**src/hdl/wpob_pkg.sv**
```systemverilog
// Shared types and constants for the windowed premultiplied over blend block.
// Used by wpob_front, wpob_fifo, wpob_back and the top level.
// No dependencies.
package wpob_pkg;

    // Screen dimension limit, default for the top level parameter
    localparam int MAX_SCREEN_DIM_DEF = 4096;

    // Configuration port
    localparam int REG_W      = 13;
    localparam int CFG_IDX_W  = 3;
    localparam int NUM_REGS   = 6;

    typedef enum logic [CFG_IDX_W-1:0] {
        REG_SCREEN_WIDTH  = 3'd0,
        REG_SCREEN_HEIGHT = 3'd1,
        REG_WIN_X_MIN     = 3'd2,
        REG_WIN_X_MAX     = 3'd3,
        REG_WIN_Y_MIN     = 3'd4,
        REG_WIN_Y_MAX     = 3'd5
    } cfg_idx_t;

    localparam logic [REG_W-1:0] SCREEN_WIDTH_RST  = 13'd640;
    localparam logic [REG_W-1:0] SCREEN_HEIGHT_RST = 13'd480;

    // Input beat, bg_red in the lowest bits
    typedef struct packed {
        logic [15:0] vol_alpha;
        logic [15:0] vol_blue;
        logic [15:0] vol_green;
        logic [15:0] vol_red;
        logic [7:0]  bg_blue;
        logic [7:0]  bg_green;
        logic [7:0]  bg_red;
    } in_beat_t;

    localparam int IN_DATA_W  = $bits(in_beat_t);
    localparam int OUT_DATA_W = 24;

    // Classified pixel handed from the front to the back
    typedef struct packed {
        in_beat_t pix;
        logic     blend;
        logic     row_end;
        logic     frame_end;
    } pix_item_t;

    // Queue between front and back
    localparam int Q_DEPTH = 4;
    localparam int Q_PTR_W = $clog2(Q_DEPTH);
    localparam int Q_CNT_W = $clog2(Q_DEPTH + 1);

    // Blend arithmetic, sums in Q.15 units
    localparam int          SUM_W   = 26;
    localparam int          VPROD_W = 24;
    localparam logic [15:0] Q_ONE   = 16'h8000;
    localparam int          SUM_MAX = 255 * 32768;

endpackage

```
**src/hdl/wpob_front.sv**
```systemverilog
// Front end: configuration registers, raster position counters and pixel
// classification (window test, row and frame end). Depends on wpob_pkg.
module wpob_front #(
    parameter int MAX_SCREEN_DIM = wpob_pkg::MAX_SCREEN_DIM_DEF
) (
    input  logic                           clk,
    input  logic                           rst_n,
    input  logic                           cfg_valid,
    output logic                           cfg_ready,
    input  logic [wpob_pkg::CFG_IDX_W-1:0] cfg_index,
    input  logic [wpob_pkg::REG_W-1:0]     cfg_data,
    input  logic                           s_tvalid,
    output logic                           s_tready,
    input  logic [wpob_pkg::IN_DATA_W-1:0] s_tdata,
    output logic                           push,
    output wpob_pkg::pix_item_t            push_item,
    input  logic                           full
);
    import wpob_pkg::*;

    localparam int POS_W = $clog2(MAX_SCREEN_DIM);
    localparam int EW    = (POS_W + 1 > REG_W + 1) ? POS_W + 1 : REG_W + 1;
    localparam logic [EW-1:0] DIM_MAX = EW'(MAX_SCREEN_DIM);

    logic [REG_W-1:0] width_reg, height_reg;
    logic [REG_W-1:0] x_min_reg, x_max_reg, y_min_reg, y_max_reg;
    logic [POS_W-1:0] col_reg, col_next;
    logic [POS_W-1:0] row_reg, row_next;

    in_beat_t         beat;
    logic [EW-1:0]    col_ext, row_ext, w_eff, h_eff;
    logic             in_window, last_col, last_row, accept;

    function automatic logic [EW-1:0] reg_ext(input logic [REG_W-1:0] v);
        return {{(EW-REG_W){1'b0}}, v};
    endfunction

    // Size of 0 acts as 1, oversize clamps to the limit
    function automatic logic [EW-1:0] eff_dim(input logic [REG_W-1:0] v);
        logic [EW-1:0] ve;
        ve = reg_ext(v);
        if (v == '0)
        begin
            return EW'(1);
        end
        if (ve > DIM_MAX)
        begin
            return DIM_MAX;
        end
        return ve;
    endfunction

    // Configuration writes, unknown indexes dropped
    assign cfg_ready = 1'b1;

    always_ff @(posedge clk or negedge rst_n)
    begin
        if (!rst_n)
        begin
            width_reg  <= SCREEN_WIDTH_RST;
            height_reg <= SCREEN_HEIGHT_RST;
            x_min_reg  <= '0;
            x_max_reg  <= '0;
            y_min_reg  <= '0;
            y_max_reg  <= '0;
        end
        else if (cfg_valid && cfg_ready)
        begin
            case (cfg_idx_t'(cfg_index))
                REG_SCREEN_WIDTH:  width_reg  <= cfg_data;
                REG_SCREEN_HEIGHT: height_reg <= cfg_data;
                REG_WIN_X_MIN:     x_min_reg  <= cfg_data;
                REG_WIN_X_MAX:     x_max_reg  <= cfg_data;
                REG_WIN_Y_MIN:     y_min_reg  <= cfg_data;
                REG_WIN_Y_MAX:     y_max_reg  <= cfg_data;
                default: ;
            endcase
        end
    end

    // Classification of the current pixel
    assign beat    = in_beat_t'(s_tdata);
    assign col_ext = {{(EW-POS_W){1'b0}}, col_reg};
    assign row_ext = {{(EW-POS_W){1'b0}}, row_reg};
    assign w_eff   = eff_dim(width_reg);
    assign h_eff   = eff_dim(height_reg);

    assign in_window = (col_ext >= reg_ext(x_min_reg)) && (col_ext < reg_ext(x_max_reg)) &&
                       (row_ext >= reg_ext(y_min_reg)) && (row_ext < reg_ext(y_max_reg));
    assign last_col = col_ext >= (w_eff - EW'(1));
    assign last_row = row_ext >= (h_eff - EW'(1));

    assign s_tready = !full;
    assign accept   = s_tvalid && !full;
    assign push     = accept;

    always_comb
    begin
        push_item.pix       = beat;
        push_item.blend     = in_window && (beat.vol_alpha != '0);
        push_item.row_end   = last_col;
        push_item.frame_end = last_col && last_row;
    end

    // Raster counters
    always_comb
    begin
        col_next = col_reg;
        row_next = row_reg;
        if (accept)
        begin
            if (last_col)
            begin
                col_next = '0;
                row_next = last_row ? '0 : row_reg + POS_W'(1);
            end
            else
            begin
                col_next = col_reg + POS_W'(1);
            end
        end
    end

    always_ff @(posedge clk or negedge rst_n)
    begin
        if (!rst_n)
        begin
            col_reg <= '0;
            row_reg <= '0;
        end
        else
        begin
            col_reg <= col_next;
            row_reg <= row_next;
        end
    end

endmodule

```
**src/hdl/wpob_fifo.sv**
```systemverilog
// Short queue of classified pixels between the front and the back.
// Depends on wpob_pkg.
module wpob_fifo (
    input  logic                clk,
    input  logic                rst_n,
    input  logic                push,
    input  wpob_pkg::pix_item_t push_item,
    output logic                full,
    input  logic                pop,
    output wpob_pkg::pix_item_t pop_item,
    output logic                not_empty
);
    import wpob_pkg::*;

    pix_item_t          mem_reg [Q_DEPTH];
    logic [Q_PTR_W-1:0] wr_ptr_reg, wr_ptr_next;
    logic [Q_PTR_W-1:0] rd_ptr_reg, rd_ptr_next;
    logic [Q_CNT_W-1:0] count_reg, count_next;

    function automatic logic [Q_PTR_W-1:0] ptr_inc(input logic [Q_PTR_W-1:0] p);
        return (p == Q_PTR_W'(Q_DEPTH - 1)) ? '0 : p + Q_PTR_W'(1);
    endfunction

    assign full      = count_reg == Q_CNT_W'(Q_DEPTH);
    assign not_empty = count_reg != '0;
    assign pop_item  = mem_reg[rd_ptr_reg];

    // Pointer and fill count update
    always_comb
    begin
        wr_ptr_next = push ? ptr_inc(wr_ptr_reg) : wr_ptr_reg;
        rd_ptr_next = pop ? ptr_inc(rd_ptr_reg) : rd_ptr_reg;
        count_next  = count_reg;
        if (push && !pop)
        begin
            count_next = count_reg + Q_CNT_W'(1);
        end
        else if (pop && !push)
        begin
            count_next = count_reg - Q_CNT_W'(1);
        end
    end

    always_ff @(posedge clk or negedge rst_n)
    begin
        if (!rst_n)
        begin
            wr_ptr_reg <= '0;
            rd_ptr_reg <= '0;
            count_reg  <= '0;
        end
        else
        begin
            wr_ptr_reg <= wr_ptr_next;
            rd_ptr_reg <= rd_ptr_next;
            count_reg  <= count_next;
        end
    end

    // Entry storage
    always_ff @(posedge clk)
    begin
        if (push)
        begin
            mem_reg[wr_ptr_reg] <= push_item;
        end
    end

    a_count_bound: assert property (@(posedge clk) disable iff (!rst_n)
        count_reg <= Q_CNT_W'(Q_DEPTH))
        else $error("queue count above depth");

    a_no_overflow: assert property (@(posedge clk) disable iff (!rst_n)
        !(push && full))
        else $error("push into full queue");

    a_no_underflow: assert property (@(posedge clk) disable iff (!rst_n)
        pop |-> not_empty)
        else $error("pop from empty queue");

    a_count_step: assert property (@(posedge clk) disable iff (!rst_n)
        (push && !pop) |=> (count_reg == $past(count_reg) + Q_CNT_W'(1)))
        else $error("queue count did not advance on push");

endmodule

```
**src/hdl/wpob_back.sv**
```systemverilog
// Back end: two stage blend pipeline (products, then sum and clamp) ending
// in the output register. Depends on wpob_pkg.
module wpob_back (
    input  logic                            clk,
    input  logic                            rst_n,
    input  logic                            q_valid,
    input  wpob_pkg::pix_item_t             q_item,
    output logic                            q_pop,
    output logic                            m_tvalid,
    input  logic                            m_tready,
    output logic [wpob_pkg::OUT_DATA_W-1:0] m_tdata,
    output logic                            m_tlast,
    output logic                            m_tuser
);
    import wpob_pkg::*;

    localparam logic signed [SUM_W-1:0] SUM_HI = SUM_W'(SUM_MAX);

    // Stage 1 registers
    logic                      s1_valid_reg, s1_valid_next;
    logic [2:0][7:0]           s1_bg_reg;
    logic                      s1_blend_reg, s1_row_end_reg, s1_frame_end_reg;
    logic signed [SUM_W-1:0]   s1_bprod_reg [3];
    logic [VPROD_W-1:0]        s1_vprod_reg [3];

    // Output registers
    logic                      m_valid_reg, m_valid_next;
    logic [2:0][7:0]           m_data_reg;
    logic                      m_last_reg, m_user_reg;

    logic                      s1_ready, s2_ready;
    logic [2:0][7:0]           bg_ch;
    logic [2:0][15:0]          vol_ch;
    logic signed [SUM_W-1:0]   weight;
    logic signed [SUM_W-1:0]   bprod [3];
    logic [VPROD_W-1:0]        vprod [3];
    logic [2:0][7:0]           blend_ch;

    // Handshake through the pipeline
    assign s2_ready      = !m_valid_reg || m_tready;
    assign s1_ready      = !s1_valid_reg || s2_ready;
    assign q_pop         = q_valid && s1_ready;
    assign s1_valid_next = s1_ready ? q_valid : s1_valid_reg;
    assign m_valid_next  = s2_ready ? s1_valid_reg : m_valid_reg;

    // Stage 1: bg * (1 - alpha) and vol * 255 per channel
    assign bg_ch  = {q_item.pix.bg_blue, q_item.pix.bg_green, q_item.pix.bg_red};
    assign vol_ch = {q_item.pix.vol_blue, q_item.pix.vol_green, q_item.pix.vol_red};
    assign weight = $signed({{(SUM_W-16){1'b0}}, Q_ONE})
                  - $signed({{(SUM_W-16){1'b0}}, q_item.pix.vol_alpha});

    always_comb
    begin
        for (int c = 0; c < 3; c++)
        begin
            bprod[c] = $signed({{(SUM_W-8){1'b0}}, bg_ch[c]}) * weight;
            vprod[c] = {vol_ch[c], 8'h00} - {8'h00, vol_ch[c]};
        end
    end

    always_ff @(posedge clk)
    begin
        if (s1_ready)
        begin
            s1_bg_reg        <= bg_ch;
            s1_blend_reg     <= q_item.blend;
            s1_row_end_reg   <= q_item.row_end;
            s1_frame_end_reg <= q_item.frame_end;
            for (int c = 0; c < 3; c++)
            begin
                s1_bprod_reg[c] <= bprod[c];
                s1_vprod_reg[c] <= vprod[c];
            end
        end
    end

    // Stage 2: sum, clamp to [0, 255.0], truncate
    always_comb
    begin
        logic signed [SUM_W-1:0] sum;
        for (int c = 0; c < 3; c++)
        begin
            sum = s1_bprod_reg[c]
                + $signed({{(SUM_W-VPROD_W){1'b0}}, s1_vprod_reg[c]});
            if (sum < 0)
            begin
                blend_ch[c] = 8'h00;
            end
            else if (sum > SUM_HI)
            begin
                blend_ch[c] = 8'hFF;
            end
            else
            begin
                blend_ch[c] = sum[22:15];
            end
        end
    end

    always_ff @(posedge clk)
    begin
        if (s2_ready)
        begin
            m_data_reg <= s1_blend_reg ? blend_ch : s1_bg_reg;
            m_last_reg <= s1_row_end_reg;
            m_user_reg <= s1_frame_end_reg;
        end
    end

    // Valid flags
    always_ff @(posedge clk or negedge rst_n)
    begin
        if (!rst_n)
        begin
            s1_valid_reg <= 1'b0;
            m_valid_reg  <= 1'b0;
        end
        else
        begin
            s1_valid_reg <= s1_valid_next;
            m_valid_reg  <= m_valid_next;
        end
    end

    assign m_tvalid = m_valid_reg;
    assign m_tdata  = m_data_reg;
    assign m_tlast  = m_last_reg;
    assign m_tuser  = m_user_reg;

endmodule

```
**src/hdl/windowed_premultiplied_over_blend_top.sv**
```systemverilog
// Top level of the windowed premultiplied over blend: front, queue, back.
// Depends on wpob_pkg, wpob_front, wpob_fifo and wpob_back.
//
// Channel  | Signals                                 | Content
// ---------+-----------------------------------------+--------------------------
// cfg      | cfg_valid cfg_ready cfg_index cfg_data  | register write, 13 bits
// s (in)   | s_tvalid s_tready s_tdata               | background and volume
// m (out)  | m_tvalid m_tready m_tdata m_tlast m_tuser | blended pixel
//
// Sustained rate is one pixel per clock while the output is not stalled; each pixel
// passes the queue entry, then the product stage, then the output register.
// The blend multiply and the vol * 255 product are both registered before the sum.
// Reset clears the raster counters and loads the register defaults.
// The four entry queue and the two back end stages hold up to six pixels;
// s_tready drops only once the queue fills while the output stalls.
module windowed_premultiplied_over_blend_top #(
    parameter int MAX_SCREEN_DIM = wpob_pkg::MAX_SCREEN_DIM_DEF
) (
    input  logic                            clk,
    input  logic                            rst_n,
    input  logic                            cfg_valid,
    output logic                            cfg_ready,
    input  logic [wpob_pkg::CFG_IDX_W-1:0]  cfg_index,
    input  logic [wpob_pkg::REG_W-1:0]      cfg_data,
    input  logic                            s_tvalid,
    output logic                            s_tready,
    // bg_red, bg_green, bg_blue, vol_red, vol_green, vol_blue, vol_alpha
    input  logic [wpob_pkg::IN_DATA_W-1:0]  s_tdata,
    output logic                            m_tvalid,
    input  logic                            m_tready,
    // out_red, out_green, out_blue
    output logic [wpob_pkg::OUT_DATA_W-1:0] m_tdata,
    // row_end
    output logic                            m_tlast,
    // frame_end
    output logic                            m_tuser
);
    import wpob_pkg::*;

    logic      push, full, pop, not_empty;
    pix_item_t push_item, pop_item;

    wpob_front #(
        .MAX_SCREEN_DIM (MAX_SCREEN_DIM)
    ) u_front (
        .clk       (clk),
        .rst_n     (rst_n),
        .cfg_valid (cfg_valid),
        .cfg_ready (cfg_ready),
        .cfg_index (cfg_index),
        .cfg_data  (cfg_data),
        .s_tvalid  (s_tvalid),
        .s_tready  (s_tready),
        .s_tdata   (s_tdata),
        .push      (push),
        .push_item (push_item),
        .full      (full)
    );

    wpob_fifo u_fifo (
        .clk       (clk),
        .rst_n     (rst_n),
        .push      (push),
        .push_item (push_item),
        .full      (full),
        .pop       (pop),
        .pop_item  (pop_item),
        .not_empty (not_empty)
    );

    wpob_back u_back (
        .clk      (clk),
        .rst_n    (rst_n),
        .q_valid  (not_empty),
        .q_item   (pop_item),
        .q_pop    (pop),
        .m_tvalid (m_tvalid),
        .m_tready (m_tready),
        .m_tdata  (m_tdata),
        .m_tlast  (m_tlast),
        .m_tuser  (m_tuser)
    );

endmodule
```
**config.mk**
```make
export PLATFORM = sky130hd
export DESIGN_NAME = windowed_premultiplied_over_blend_top
export DESIGN_NICKNAME = d
export VERILOG_FILES = /design/src/hdl/wpob_pkg.sv /design/src/hdl/wpob_front.sv /design/src/hdl/wpob_fifo.sv /design/src/hdl/wpob_back.sv /design/src/hdl/windowed_premultiplied_over_blend_top.sv
export SDC_FILE = /design/constraint.sdc
export NUM_CORES = 2
export LEC_CHECK = 0
export BUFFER_PORTS_ARGS = -buffer_cell sky130_fd_sc_hd__clkbuf_2
export CORE_ASPECT_RATIO = 1.1
export CORE_MARGIN = 4
export CORE_UTILIZATION = 32
export CTS_BUF_LIST = sky130_fd_sc_hd__clkbuf_4
export DETAILED_ROUTE_END_ITERATION = 10
export GPL_TIMING_DRIVEN = 0
export SLEW_MARGIN = 10
export SYNTH_ARGS = -nofsm -noshare
export SYNTH_HDL_FRONTEND = slang
export SYNTH_SLANG_ARGS = --single-unit
```
**constraint.sdc**
```tcl
create_clock -name clk -period 10.1 [get_ports clk]
set_clock_uncertainty 0.15 [all_clocks]
set_input_delay 1.01 -clock clk [delete_from_list [all_inputs] [get_ports clk]]
set_output_delay 1.01 -clock clk [all_outputs]
set_load 0.1 [all_outputs]
```
* Word-level counts from Yosys, hierarchy flattened *
Memory sizes are Yosys's and may differ from the RTL's.
Index checks and enable logic that the tools add are counted.

word-level totals
  register bits = 164
  latch bits = 0
  memory bits (writable) = 514
  memory bits (read-only) = 0
  input port bits = 109
  output and inout port bits = 29
  word-level logic and storage cells = 127
  memories kept = 3

cells by class
  add/subtract/negate cells = 15
  multiply operators = 3
  divide/modulo/power cells = 0
  $lt $le $gt $ge = 14
  equality and inequality tests = 8
  shift operators = 0
  mux-type cells = 31
  bitwise gates (word level) = 0
  reduce and logical (&&, ||, !) cells = 29

memories
  memory               depth  width  rd ports  clocked after memory_dff  write ports  line             text
  u_fifo.mem_reg       4      91     1         0                         1            wpob_fifo.sv:15  pix_item_t mem_reg [Q_DEPTH];
  u_back.s1_bprod_reg  3      26     3         0                         3            wpob_back.sv:23  logic signed [SUM_W-1:0] s1_bprod_reg [3];
  u_back.s1_vprod_reg  3      24     3         0                         3            wpob_back.sv:24  logic [VPROD_W-1:0] s1_vprod_reg [3];

operators by type and width
  cell                                                                    count
  14-bit two-way mux                                                      8
  26-bit by 25-bit adder with 26-bit output                               3
  26-bit by 24-bit > comparator with 1-bit output, second input constant  3
  26-bit by 1-bit < comparator with 1-bit output, second input constant   3
  9-bit by 26-bit multiplier with 26-bit output                           3
  24-bit by 16-bit subtractor with 24-bit output                          3
  8-bit two-way mux                                                       6
  12-bit by 14-bit greater-or-equal comparator with 1-bit output          2
  14-bit by 1-bit subtractor with 14-bit output, second input constant    2
  12-bit by 13-bit greater-or-equal comparator with 1-bit output          2
  13-bit > comparator, second input constant                              2
  13-bit logical NOT                                                      2
  12-bit by 13-bit < comparator with 1-bit output                         2
  12-bit by 1-bit adder with 12-bit output, second input constant         2
  12-bit two-way mux                                                      2
  24-bit two-way mux                                                      1
  16-bit by 16-bit subtractor with 17-bit output, first input constant    1
  16-bit nonzero test                                                     1
  2-bit AND reduction                                                     7
  1-bit two-way mux                                                       10
  3-bit == test, second input constant                                    3
  1-bit logical AND                                                       9
  3-bit by 2-bit == test with 1-bit output, second input constant         2
  3-bit two-way mux                                                       2
  other kinds (11)                                                        19

* Logic depth before layout (Yosys ltp) *
  depth after elaboration = 8
  gate-level depth with buffers = 34
  mapped depth without buffers = 28

* Modules after synthesis *
From an unflattened synthesis, not the netlist that was laid out.

unflattened totals
  cells, all modules = 4040
  area total of the unflattened synthesis = 47080.2 µm²

by module, submodules not included
  module      times used  cells each  area an instance (µm²)
  wpob_back   1           2764        26311.5
  wpob_fifo   1           512         13548.0
  wpob_front  1           764         7220.7

* Least setup slack after synthesis *
Ideal clock, no wire load.

  path kind = register to register
  start point = reg u_fifo.rd_ptr_reg[1]
  end point = mem u_back.s1_bprod_reg[2][24] (netlist: u_back.s1_bprod_reg[0][76]), data pin
  setup time = 0.258 ns
  arrival = 7.550 ns
  required time = 9.692 ns
  setup slack = 2.142 ns
  cell stages (with the launch flop) = 34
  buffers on the path = 7
  path through = dfrtp_1 -> buf_2 -> buf_4 -> buf_4 -> buf_2 -> mux2_2 -> o21a_1 -> inv_1 -> clkbuf_1 -> ha_1 -> nand2_2 -> or3_1 -> xor2_1 -> buf_2 -> nand2_1 -> fa_1 -> inv_1 -> fa_1 -> fa_1 -> inv_1 -> fa_1 -> inv_1 -> ha_1 -> clkbuf_1 -> a21o_1 -> a21oi_1 -> o21bai_1 -> a21o_1 -> a21oi_1 -> nor3b_1 -> nand3_1 -> a31o_2 -> a21oi_1 -> xnor2_1

RTL lines
  item                      line             text
  start: declaration        wpob_fifo.sv:17  logic [Q_PTR_W-1:0] rd_ptr_reg, rd_ptr_next;
  start signal: assignment  wpob_fifo.sv:55  rd_ptr_reg <= rd_ptr_next;
  end: declaration          wpob_back.sv:23

==> metrics.md <==
| Metric | Value |
|---|---|
| Synth Instances | about 4,000 |
| Number of unique standard cell types used by synthesis | 93 |
| Routability congestion estimate from global placement | between 0.9 and 1 |
| Max reg flops | 364 |
| Fin. max-slew vios | 0 |
| Final instance area | 52,900 um^2 |
| Detailed Route WL | between 100,000 and 150,000 um |
| Effective utilization at floorplan | around 32% |
| Core outline area | 143,000 um^2 |
| Worst Setup End Kind | flip-flop |
| Input/output buffers | 136 |
| Vias per Instance | roughly 4.8 |
| Number of nets with antenna violations after routing | 0 |
| Status | finished clean |
| Overall Global Routing Usage | 16.2% |
| Row count | 145 |
| Delay of the slowest critical-path stage | roughly 0.58 ns |
| Mapped Area | approximately 46,000 um^2 |
| Synth-to-Final Area Change | 14.7% |
| Placed cell areas | 49,500 um^2 |
| Setup repair after global routing missed its margin | false |
| Count of state elements after synthesis | 678 |
| Cell at the root of the clock tree | clkbuf_4 |
| Routed wire per std cell | 18.6 um |
| Slew margin rel. | 8.97% |
| Fin crit period | 9.72 ns |
| Achievable Freq | 103 MHz |
| Placed cells | 6,029 |
| Setup fix buffers added after clock tree synthesis | 0 |
| CP Launch Point | u_fifo.rd_ptr_reg[1]$_DFFE_PN0P_ |
| Arrival time at the worst endpoint | 10.35 ns |
| Count of endpoints failing setup in the final report | 0 |
| Endpoint required time on the critical path | 10.73 ns |
| Transition time at the pin with the least slew margin | approximately 1.4 ns |
| Number of search-and-repair iterations in the first detailed-routing pass | 5 |
| Horizontal die dimension | 370 um |
| Sink count of the clock tree | slightly below 700 |
| Total number of H-tree levels | 4 |
| Kind of cell adding the most delay to the critical path | adder cells |
| Total vias in the final route | approximately 31,000 |
| Post-detailed-route DRC marker count | 0 |
| Synth cell count leaders | 650 x inv_1, 567 x edfxtp_1, 356 x nand2_1, 336 x ha_1, 328 x fa_1 |
| Clock transition at path regs | 0.07 ns |
| Chip Height | approximately 410 um |
| FFs w/ async S/R, synth | 16.4% |
| Initial antenna violation count | 23 |
| Maximum clock insertion buffer count | 3 |
| Hold Path Origin | cfg_data[3] |
| First-pass GRT wire length | approximately 190,000 um |
| Largest net degree at the start of global routing | 71 |
| Final Hold Viols | 0 |
| Nature of the critical path startpoint | flip-flop |
| Cells taking the most area after synthesis | edfxtp_1 37%, fa_1 14%, ha_1 9.1% |
| Nets | 5,165 |
| Via count of the first global-routing pass | between 30,000 and 40,000 |
| Final instance count without filler cells | 6,441 |
| Post-synthesis average cell area | 11.6 um^2 |
| Share of the yosys chip area belonging to registers | roughly 43% |
| Max stage delay cell, worst path | fa_1 |
| Full die area | 150,000 um^2 |
| Share of the synthesized area in the top cell type | 36.9% |
| Start of the worst register-to-register path | u_fifo.rd_ptr_reg[1]$_DFFE_PN0P_ |
| Max Cap Viol | 0 |
| Final HPWL DP | a little over 90,000 um |
| Number of synthesized flops with an enable pin | 567 |
| Count of boundary I/O pins | around 140 |
| Clock tree from TritonCTS | done |
| HP Class | in2reg |
| Primary FF master, synth | edfxtp_1 |
| CP max FO | 10 |
| Clock latency reported for the late side of the worst-skew pair | approximately 1.1 ns |
| Cts bufs inserted | 175 |
| Number of warnings issued by yosys | 0 |
| Number of violations reported at the end of detailed-routing iteration 0 | 1,876 |
| Crit Path Class | reg2reg |
| Overflow left after global routing | 0 |
| Number of buffers and inverters on the critical path | 11 |
| Fraction of final layout cells with drive strength greater than 1 | roughly 15% |
| Post-synth net total | 4,745 |
| Crit share post-route | 96.2% |
| Most frequent cell after synthesis | inv_1 |
| Leading area contributor after synthesis | edfxtp_1 |
area by class of cell:
type,instances,area [um^2]
antenna,15,37.5
clock buffer,246,1850
clock inverter,54,478
multi-input combinational,2548,23500
fill,14100,89700
timing repair buffer,244,1920
tap,1911,2390
inverter,655,2460
sequential,678,19800
buffer,90,488
routing by layer:
layer	vias up	GRT usage, %	routed length [um]
li1	14500	-	-
met1	15500	19.9	49800
met2	761	27.8	59000
met3	201	3.54	6600
met4	14	6.26	4450
met5	-	0	77
final timing paths:
| check | endpoint | slack, ns | cells after the start |
|---|---|---|---|
| worst min register to register | u_back.m_tlast$_DFFE_PP_ | 0.29 | 0 |
| max in group asynchronous | u_front.height_reg[5]$_DFFE_PN1P_ | 8.81 | 3 |
| worst min-delay path | u_front.x_min_reg[3]$_DFFE_PN0P_ | 0.22 | 3 |
| worst max-delay path | u_back.s1_bprod_reg[0][76]$_DFFE_PN_ | 0.38 | 33 |
| worst max register to register | u_back.s1_bprod_reg[0][76]$_DFFE_PN_ | 0.38 | 33 |
| min in group asynchronous | u_front.row_reg[3]$_DFFE_PN0P_ | 0.29 | 2 |
repair_timing:
item,CTS,global route
hold buffers,98,0
resized for setup,4,9
endpoints found under the hold margin,468,0
setup endpoints to repair,14,12
tightest hold or removal path, cell delays in order:
cell and delay, ns:
clkbuf_2 0.20, nand2_1 0.10, o21ai_0 0.08
through the flow:
stage	utilization [%]	hold WS (ns)	setup slack (ns)	setup TNS, ns
after global placement	34.5	0.250	-0.491	-3.03
after global routing	37.1	0.0857	0.00252	0
after floorplan	-	0.250	2.14	0
after detailed placement	34.7	0.266	-0.507	-3.36
after CTS	37.0	0.00105	0.0519	0
final	37.1	0.220	0.385	0
kinds of logic (layout without fill, tap and decap cells):
logic type	count (synthesis)	in the layout	share of synthesized area (%)
AND/OR/NAND/NOR	995	995	10.0
buffers and inverters	746	1289	6.38
AO/OA/AOI/OAI	513	513	7.12
other	1	16	0.00813
adder cells (fa/ha/maj)	664	664	23.4
flip-flops	678	678	43.0
multiplexers	172	172	6.21
XOR/XNOR	203	203	3.96
layout by cell type (no fill, tap or decap), drive strengths merged, types with 75 or more instances in the layout:
cell / n
mux4: 80
clkbuf: 418
fa: 328
edfxtp: 567
ha: 336
dlygate4sd3: 98
a21oi: 138
mux2: 75
dfrtp: 105
o21ai: 144
nand2: 358
nor2: 300
inv: 654
xnor2: 154
Power is not shown: default switching activity piles up to over one toggle a cycle in this logic, so the estimate is an artifact.
